`src/sv/ndd_pkg.sv`:
```
// ----------------------------------------------------------------------------
// ndd_pkg
// Shared types, constants and fixed-point helpers of the Newton
// divided-difference interpolator.
// ----------------------------------------------------------------------------
package ndd_pkg;

   localparam int MAX_POINTS = 64;
   localparam int IDX_W = $clog2(MAX_POINTS);
   localparam int CNT_W = $clog2(MAX_POINTS + 1);
   localparam int FRAC_W = 16;
   localparam int DVD_W = 32 + FRAC_W;
   localparam int DCNT_W = $clog2(DVD_W + 1);

   localparam logic [2:0] ST_OK      = 3'd0;
   localparam logic [2:0] ST_RANGE   = 3'd1;
   localparam logic [2:0] ST_NOTABLE = 3'd2;
   localparam logic [2:0] ST_REPEAT  = 3'd3;
   localparam logic [2:0] ST_FULL    = 3'd4;

   localparam logic [31:0] Q_ONE   = 32'h0001_0000;
   localparam logic [31:0] SAT_MAX = 32'h7fff_ffff;
   localparam logic [31:0] SAT_MIN = 32'h8000_0000;

   typedef struct packed {
      logic               action;
      logic signed [31:0] x_value;
      logic signed [31:0] y_value;
      logic               last_point;
   } req_type;

   typedef struct packed {
      logic signed [31:0] result_value;
      logic [2:0]         status;
   } rsp_type;

   typedef enum logic [4:0] {
      S_IDLE, S_L_CHK, S_L_SRD, S_L_SCMP, S_L_MRD, S_L_MWR, S_L_PUT, S_L_END,
      S_B_INIT, S_B_C0, S_B_RD1, S_B_RD2, S_B_GO, S_B_DIV, S_B_WR,
      S_E_CHK, S_E_HI, S_E_RNG, S_E_C0, S_E_RD, S_E_M1, S_E_P, S_E_M2, S_E_ACC,
      S_EMIT
   } state_type;

   typedef enum logic [4:0] {
      OP_NONE, OP_CAPTURE, OP_L_CHK, OP_L_SRD, OP_L_SCMP, OP_L_MRD, OP_L_MWR,
      OP_L_PUT, OP_B_INIT, OP_B_C0, OP_B_RD1, OP_B_RD2, OP_B_GO, OP_B_WR,
      OP_E_CHK, OP_E_HI, OP_E_RNG, OP_E_C0, OP_E_RD, OP_E_M1, OP_E_P, OP_E_M2,
      OP_E_ACC, OP_EMIT
   } op_type;

   typedef struct packed {
      op_type op;
      logic   ready;
   } cmd_type;

   typedef struct packed {
      logic req_eval;
      logic full;
      logic scan_end;
      logic scan_lt;
      logic scan_eq;
      logic move_done;
      logic last;
      logic ins_ok;
      logic cnt_zero;
      logic outer_done;
      logic inner_done;
      logic notable;
      logic out_of_range;
      logic eval_done;
      logic div_done;
      logic out_free;
   } stat_type;

   function automatic logic [31:0] sat_diff(input logic [31:0] a, input logic [31:0] b);
      logic [32:0] v;
      v = {a[31], a} - {b[31], b};
      if (v[32] != v[31]) begin
         return v[32] ? SAT_MIN : SAT_MAX;
      end
      return v[31:0];
   endfunction

   function automatic logic [31:0] sat_sum(input logic [31:0] a, input logic [31:0] b);
      logic [32:0] v;
      v = {a[31], a} + {b[31], b};
      if (v[32] != v[31]) begin
         return v[32] ? SAT_MIN : SAT_MAX;
      end
      return v[31:0];
   endfunction

   // Scales a full product back to Q16.16, rounding toward zero.
   function automatic logic [31:0] q_scale(input logic [63:0] p);
      logic [63:0] t;
      logic [63:0] s;
      t = p + (p[63] ? 64'd65535 : 64'd0);
      s = 64'($signed(t) >>> FRAC_W);
      if ((&s[63:31]) || (~|s[63:31])) begin
         return s[31:0];
      end
      return s[63] ? SAT_MIN : SAT_MAX;
   endfunction

endpackage

```
`src/sv/ndd_ctrl.sv`:
```
// ----------------------------------------------------------------------------
// ndd_ctrl
// Sequencer of the interpolator: insertion, table build, evaluation and
// result hand-off.
// ----------------------------------------------------------------------------
module ndd_ctrl (
   input  logic             clock,
   input  logic             reset,
   input  logic             req_valid,
   input  ndd_pkg::stat_type stat,
   output ndd_pkg::cmd_type  cmd
);
   import ndd_pkg::*;

   state_type state_ff, state_in;

   always_comb begin
      state_in = state_ff;
      unique case (state_ff)
         S_IDLE:   if (req_valid) state_in = stat.req_eval ? S_E_CHK : S_L_CHK;
         S_L_CHK:  state_in = stat.full ? S_L_END : S_L_SRD;
         S_L_SRD:  state_in = stat.scan_end ? S_L_MRD : S_L_SCMP;
         S_L_SCMP: begin
            if (stat.scan_lt) state_in = S_L_SRD;
            else if (stat.scan_eq) state_in = S_L_END;
            else state_in = S_L_MRD;
         end
         S_L_MRD:  state_in = stat.move_done ? S_L_PUT : S_L_MWR;
         S_L_MWR:  state_in = S_L_MRD;
         S_L_PUT:  state_in = S_L_END;
         S_L_END: begin
            if (stat.last) state_in = S_B_INIT;
            else if (stat.ins_ok) state_in = S_IDLE;
            else state_in = S_EMIT;
         end
         S_B_INIT: state_in = stat.cnt_zero ? S_EMIT : S_B_C0;
         S_B_C0:   state_in = S_B_RD1;
         S_B_RD1: begin
            if (stat.outer_done) state_in = S_EMIT;
            else if (!stat.inner_done) state_in = S_B_RD2;
         end
         S_B_RD2:  state_in = S_B_GO;
         S_B_GO:   state_in = S_B_DIV;
         S_B_DIV:  if (stat.div_done) state_in = S_B_WR;
         S_B_WR:   state_in = S_B_RD1;
         S_E_CHK:  state_in = stat.notable ? S_EMIT : S_E_HI;
         S_E_HI:   state_in = S_E_RNG;
         S_E_RNG:  state_in = stat.out_of_range ? S_EMIT : S_E_C0;
         S_E_C0:   state_in = S_E_RD;
         S_E_RD:   state_in = stat.eval_done ? S_EMIT : S_E_M1;
         S_E_M1:   state_in = S_E_P;
         S_E_P:    state_in = S_E_M2;
         S_E_M2:   state_in = S_E_ACC;
         S_E_ACC:  state_in = S_E_RD;
         S_EMIT:   if (stat.out_free) state_in = S_IDLE;
         default:  state_in = S_IDLE;
      endcase
   end

   always_comb begin
      cmd.ready = 1'b0;
      cmd.op    = OP_NONE;
      unique case (state_ff)
         S_IDLE: begin
            cmd.ready = 1'b1;
            if (req_valid) cmd.op = OP_CAPTURE;
         end
         S_L_CHK:  cmd.op = OP_L_CHK;
         S_L_SRD:  cmd.op = OP_L_SRD;
         S_L_SCMP: cmd.op = OP_L_SCMP;
         S_L_MRD:  cmd.op = OP_L_MRD;
         S_L_MWR:  cmd.op = OP_L_MWR;
         S_L_PUT:  cmd.op = OP_L_PUT;
         S_L_END:  cmd.op = OP_NONE;
         S_B_INIT: cmd.op = OP_B_INIT;
         S_B_C0:   cmd.op = OP_B_C0;
         S_B_RD1:  cmd.op = OP_B_RD1;
         S_B_RD2:  cmd.op = OP_B_RD2;
         S_B_GO:   cmd.op = OP_B_GO;
         S_B_DIV:  cmd.op = OP_NONE;
         S_B_WR:   cmd.op = OP_B_WR;
         S_E_CHK:  cmd.op = OP_E_CHK;
         S_E_HI:   cmd.op = OP_E_HI;
         S_E_RNG:  cmd.op = OP_E_RNG;
         S_E_C0:   cmd.op = OP_E_C0;
         S_E_RD:   cmd.op = OP_E_RD;
         S_E_M1:   cmd.op = OP_E_M1;
         S_E_P:    cmd.op = OP_E_P;
         S_E_M2:   cmd.op = OP_E_M2;
         S_E_ACC:  cmd.op = OP_E_ACC;
         S_EMIT:   cmd.op = OP_EMIT;
         default:  cmd.op = OP_NONE;
      endcase
   end

   always_ff @(posedge clock) begin
      if (reset) begin
         state_ff <= S_IDLE;
      end else begin
         state_ff <= state_in;
      end
   end

endmodule

```
`config.mk`:
```
export PLATFORM = sky130hd
export DESIGN_NAME = ndd_ctrl
export DESIGN_NICKNAME = d
export VERILOG_FILES = /design/src/sv/ndd_pkg.sv /design/src/sv/ndd_ctrl.sv
export SDC_FILE = /design/constraint.sdc
export NUM_CORES = 1
export LEC_CHECK = 0
export BUFFER_PORTS_ARGS = -buffer_cell sky130_fd_sc_hd__buf_2
export CAP_MARGIN = 20
export CORE_MARGIN = 2
export CORE_UTILIZATION = 25
export CTS_CLUSTER_SIZE = 12
export DETAILED_ROUTE_END_ITERATION = 6
export GPL_TIMING_DRIVEN = 0
export SLEW_MARGIN = 0
export SYNTH_ARGS = -nofsm -noshare
export SYNTH_HDL_FRONTEND = slang
export SYNTH_SLANG_ARGS = --single-unit
```
`constraint.sdc`:
```
create_clock -name clock -period 1.9 [get_ports clock]
set_input_delay 0.38 -clock clock [delete_from_list [all_inputs] [get_ports clock]]
set_output_delay 0.38 -clock clock [all_outputs]
set_load 0.02 [all_outputs]
```
======== Word level (Yosys, flattened, before mapping) ========
Cells that the tools add are included.
word-level totals
  register bits ........................... 5
  bits in latches ......................... 0
  RAM bits ................................ 0
  ROM bits ................................ 0
  output and inout bits ................... 6
  logic and storage cells ................. 54
  memories ................................ 0
operators by class
  add/subtract/negate cells ............... 0
  multiply operators ...................... 0
  div/mod/pow operators ................... 0
  $lt $le $gt $ge ......................... 0
  equality and inequality tests ........... 28
  shift operators ......................... 0
  mux-type cells .......................... 21
  bitwise gates (word level) .............. 0
  reductions and logical operators ........ 4
operators by type and width
  cell                                                  number
  case mux 5 bit (23 select lines)                      2
  equality test 5 bit (second input constant)           9
  equality test 5 x 4 -> 1 bit (second input constant)  8
  2-to-1 mux 5 bit                                      8
  equality test 5 x 3 -> 1 bit (second input constant)  4
  2-to-1 mux 4 bit                                      4
  equality test 5 x 2 -> 1 bit (second input constant)  2
  2-to-1 mux 3 bit                                      3
  != test 2 bit (second input constant)                 3
  equality test 5 x 1 -> 1 bit (second input constant)  1
  logical NOT 5 bit                                     1
  2-to-1 mux 2 bit                                      2
  AND reduction 4 bit                                   1
  OR reduction 2 bit                                    2
  != test 3 bit (second input constant)                 1
  2-to-1 mux 1 bit                                      2

======== Longest topological paths before layout ========
  depth after elaboration ................. 3
  mapped depth ............................ 7
  gate-level depth less buffers ........... 5

======== Worst setup path after synthesis ========
No wires, ideal clock.
  kind .................................... flip-flop to output port
  from .................................... reg state_ff[4]
  to ...................................... out cmd[4] in the netlist's numbering
  arrival ................................. 1.464 ns
  required time ........................... 1.520 ns
  slack ................................... 0.056 ns
  cell stages (with the launch flop) ...... 5
  path buffers ............................ 1
  path through ............................ dfxtp_1 buf_2 nand2_1 o31a_2 o21ai_0
RTL lines
  what                      RTL line         RTL
  start: declaration        ndd_ctrl.sv:15   state_type state_ff, state_in;
  start signal: assignment  ndd_ctrl.sv:100  state_ff <= state_in;
  end: declaration          ndd_ctrl.sv:11   output ndd_pkg::cmd_type cmd

==> reports/summary.txt <==
Yosys Warn Count: 0
CTS clock-pin slew for the worst setup and hold paths: 0.04 ns
main area contributors after synthesis: dfxtp_1, a21oi_1, nand2_1, o21ai_0, buf_2
CP Launch Type: flip-flop
Pre-Repair DR Iteration Count: 4
TritonCTS clock tree: done
Initial Util: 26.7%
Sequential Power Share: 11.1%
Cell variety after synth: 48
RSZ-0062 raised after global routing: yes
Layout Nets: 182
full die area: 0.00376 mm2
die height: 61.3 um
initial drt markers: 52
Avg WL per Cell: 13.9 um
IO Count: 25
Final Non-Filler Cells: 206
Synth Cell Area: 821 um2
# port buffers: 24
final setup fails: 0
f_max: 543 MHz
PwrDens: 1700 mW/mm2
total power: 2.17 mW
crit-path max FO: 5
fill cell count: 303
GRT Overall Usage: 15.7%
commonest cells after routing, fill and taps aside: buf_2, buf_4, a21oi_1, nand2_1
syn_area_per_cell: 6.96 um2
EDFF count, synth: 0
Min-Delay Path Class: in -> reg
gp weighted congestion: 0.946
crit end category: primary output
Worst Path Required: 1.52 ns
MaxCap Viol Count: 0
post-synthesis net count: 137
Final Skew: 0.00246 ns
post-synth top area cell: dfxtp_1
Tcrit/Tclk final: 96.9%
area of the multi-input gates: 678 um2
combinational power share: 83.4%
Main synth FF type: dfxtp_1
Hold Buf Count CTS: 0
die width: 61.3 um
Final Hold Viols: 0
Slew HR: 69.5%
DRC: 0
H-tree levels: 1
via count: 1095
CP Class: reg -> out
P_sw: 1.04 mW
Reg with most FFs: state_ff
CORE AREA: 0.00308 mm2
top cell type's share of synthesized area: 12.2%
Leak: 0.545 nW
fraction of registers with async set/reset: 0%
placement row count: 20
Final Critical Period: 1.84 ns
Avg Vias per Cell: 5.32
Ant. Diodes: 0
critical path arrival: 1.46 ns
GRT overflow: 0
Peak VDD IR: 0.000853 V
max reg flops: 5
clk_lat worst skew: 0.24 ns
register area share after synthesis: 12.2%
total wire length: 2870 um
CTS Sinks: 5
clk buf depth: 2
share of cells above drive strength 1: 46.3%
outcome: finished clean
max-slew violations: 0
register area: 110 um2
placed cells: 186
clock share of power: 5.5%
first-pass GRT wire length: 4460 um
DP Wirelength: 2070 um
Cells after Synth: 118
Sw Share: 47.9%
total CTS buffers: 3
final setup TNS: 0 ns
Synth-to-Final Area Change: 55.6%
#FFs+latches synth: 5
biggest regs: state_ff (5)
WHS: 0.348 ns
initial antenna violation count: 0
Int Power: 1.13 mW
number of global-route vias before repair: 988
Antenna Nets Post-Route: 0
clock root buffer: clkbuf_4
measured slew at the worst slew-check pin: 0.453 ns
largest net degree at the start of global routing: 11
-- power groups by stage --
stage / Combinational, mW / Clock [mW] / Sequential, mW
2_1_floorplan: 1.04 / 0 / 0.183
3_3_place_gp: 1.36 / 0 / 0.196
3_5_place_dp: 1.36 / 0 / 0.197
4_1_cts: 1.51 / 0.128 / 0.207
5_1_grt: 1.96 / 0.140 / 0.248
6_report: 1.81 / 0.120 / 0.240
-- Yosys cell counts, types with 2 or more instances --
| library cell | count |
|---|---|
| nand2_1 | 13 |
| nor2b_1 | 5 |
| nor3_1 | 3 |
| o21ai_0 | 9 |
| nor4b_2 | 2 |
| nand3_1 | 2 |
| mux2_2 | 2 |
| a211oi_1 | 2 |
| a21oi_1 | 13 |
| o21a_1 | 2 |
| nand2b_1 | 2 |
| a21o_1 | 2 |
| nor2_1 | 9 |
| buf_2 | 8 |
| a31oi_1 | 5 |
| dfxtp_1 | 5 |
| inv_1 | 3 |
-- worst max-delay path, stage by stage (launching register included) --
cell and delay [ns]:
dfxtp_4 0.36, buf_12 0.13, nor3b_4 0.25, o21ai_0 0.18, o211a_1 0.15, buf_4 0.15
-- stage by stage --
stage / area [um2] / worst slack, ns / util (%)
global route: 1280 / -0.0360 / 41.5
global placement: 996 / 0.0468 / 32.4
CTS: 1100 / 0.00724 / 35.7
floorplan: 821 / 0.0563 / -
detailed placement: 996 / 0.0405 / 32.4
finish: 1280 / 0.0586 / 41.5
-- final timing paths --
check | cells past startpoint | endpoint | from | slack [ns]
setup / recovery | 5 | cmd[2] | state_ff[4]$_SDFFE_PP0P_ | 0.06
hold / removal | 2 | state_ff[4]$_SDFFE_PP0P_ | reset | 0.35
setup reg to reg | 8 | state_ff[0]$_SDFFE_PP0P_ | state_ff[3]$_SDFFE_PP0P_ | 0.28
hold reg to reg | 4 | state_ff[4]$_SDFFE_PP0P_ | state_ff[3]$_SDFFE_PP0P_ | 0.75
-- layer usage --
| metal | routed length [um] | GRT usage [%] | up-vias | part of all wire (%) |
|---|---|---|---|---|
| met3 | 234 | 1.89 | 2 | 8.2 |
| met5 | 0 | 0 | - | 0 |
| met1 | 1170 | 21.6 | 498 | 41 |
| met4 | 21 | 6.21 | 0 | 0.73 |
| met2 | 1450 | 24.9 | 60 | 50 |
| li1 | - | - | 535 | - |
-- layout make-up --
| class | instances | share of cell area, % |
|---|---|---|
| multi-input cells | 99 | 53.1 |
| repair buffers | 41 | 21.2 |
| plain buffers | 9 | 9.40 |
| flip-flops and latches | 5 | 8.62 |
| well taps | 44 | 4.31 |
| clock buffers | 4 | 2.06 |
| inverters | 4 | 1.37 |
-- cell families (layout without fill, tap and decap cells) --
group / after synthesis / in the layout / share of synthesized area (%)
flops: 5 / 5 / 12.2
mux: 3 / 3 / 3.96
buf+inv: 14 / 58 / 8.99
xor+xnor: 1 / 1 / 1.07
simple gates: 47 / 47 / 34.8
compound gates: 48 / 48 / 39.0
-- what timing repair did --
item                                    4_1_cts  5_1_grt
pin swaps                                     0        5
hold endpoints to repair                      0        0
gates resized for setup                      25       19
setup buffers                                 1       16
endpoints found under the setup margin        5        5
(Power assumes the default switching activity.)
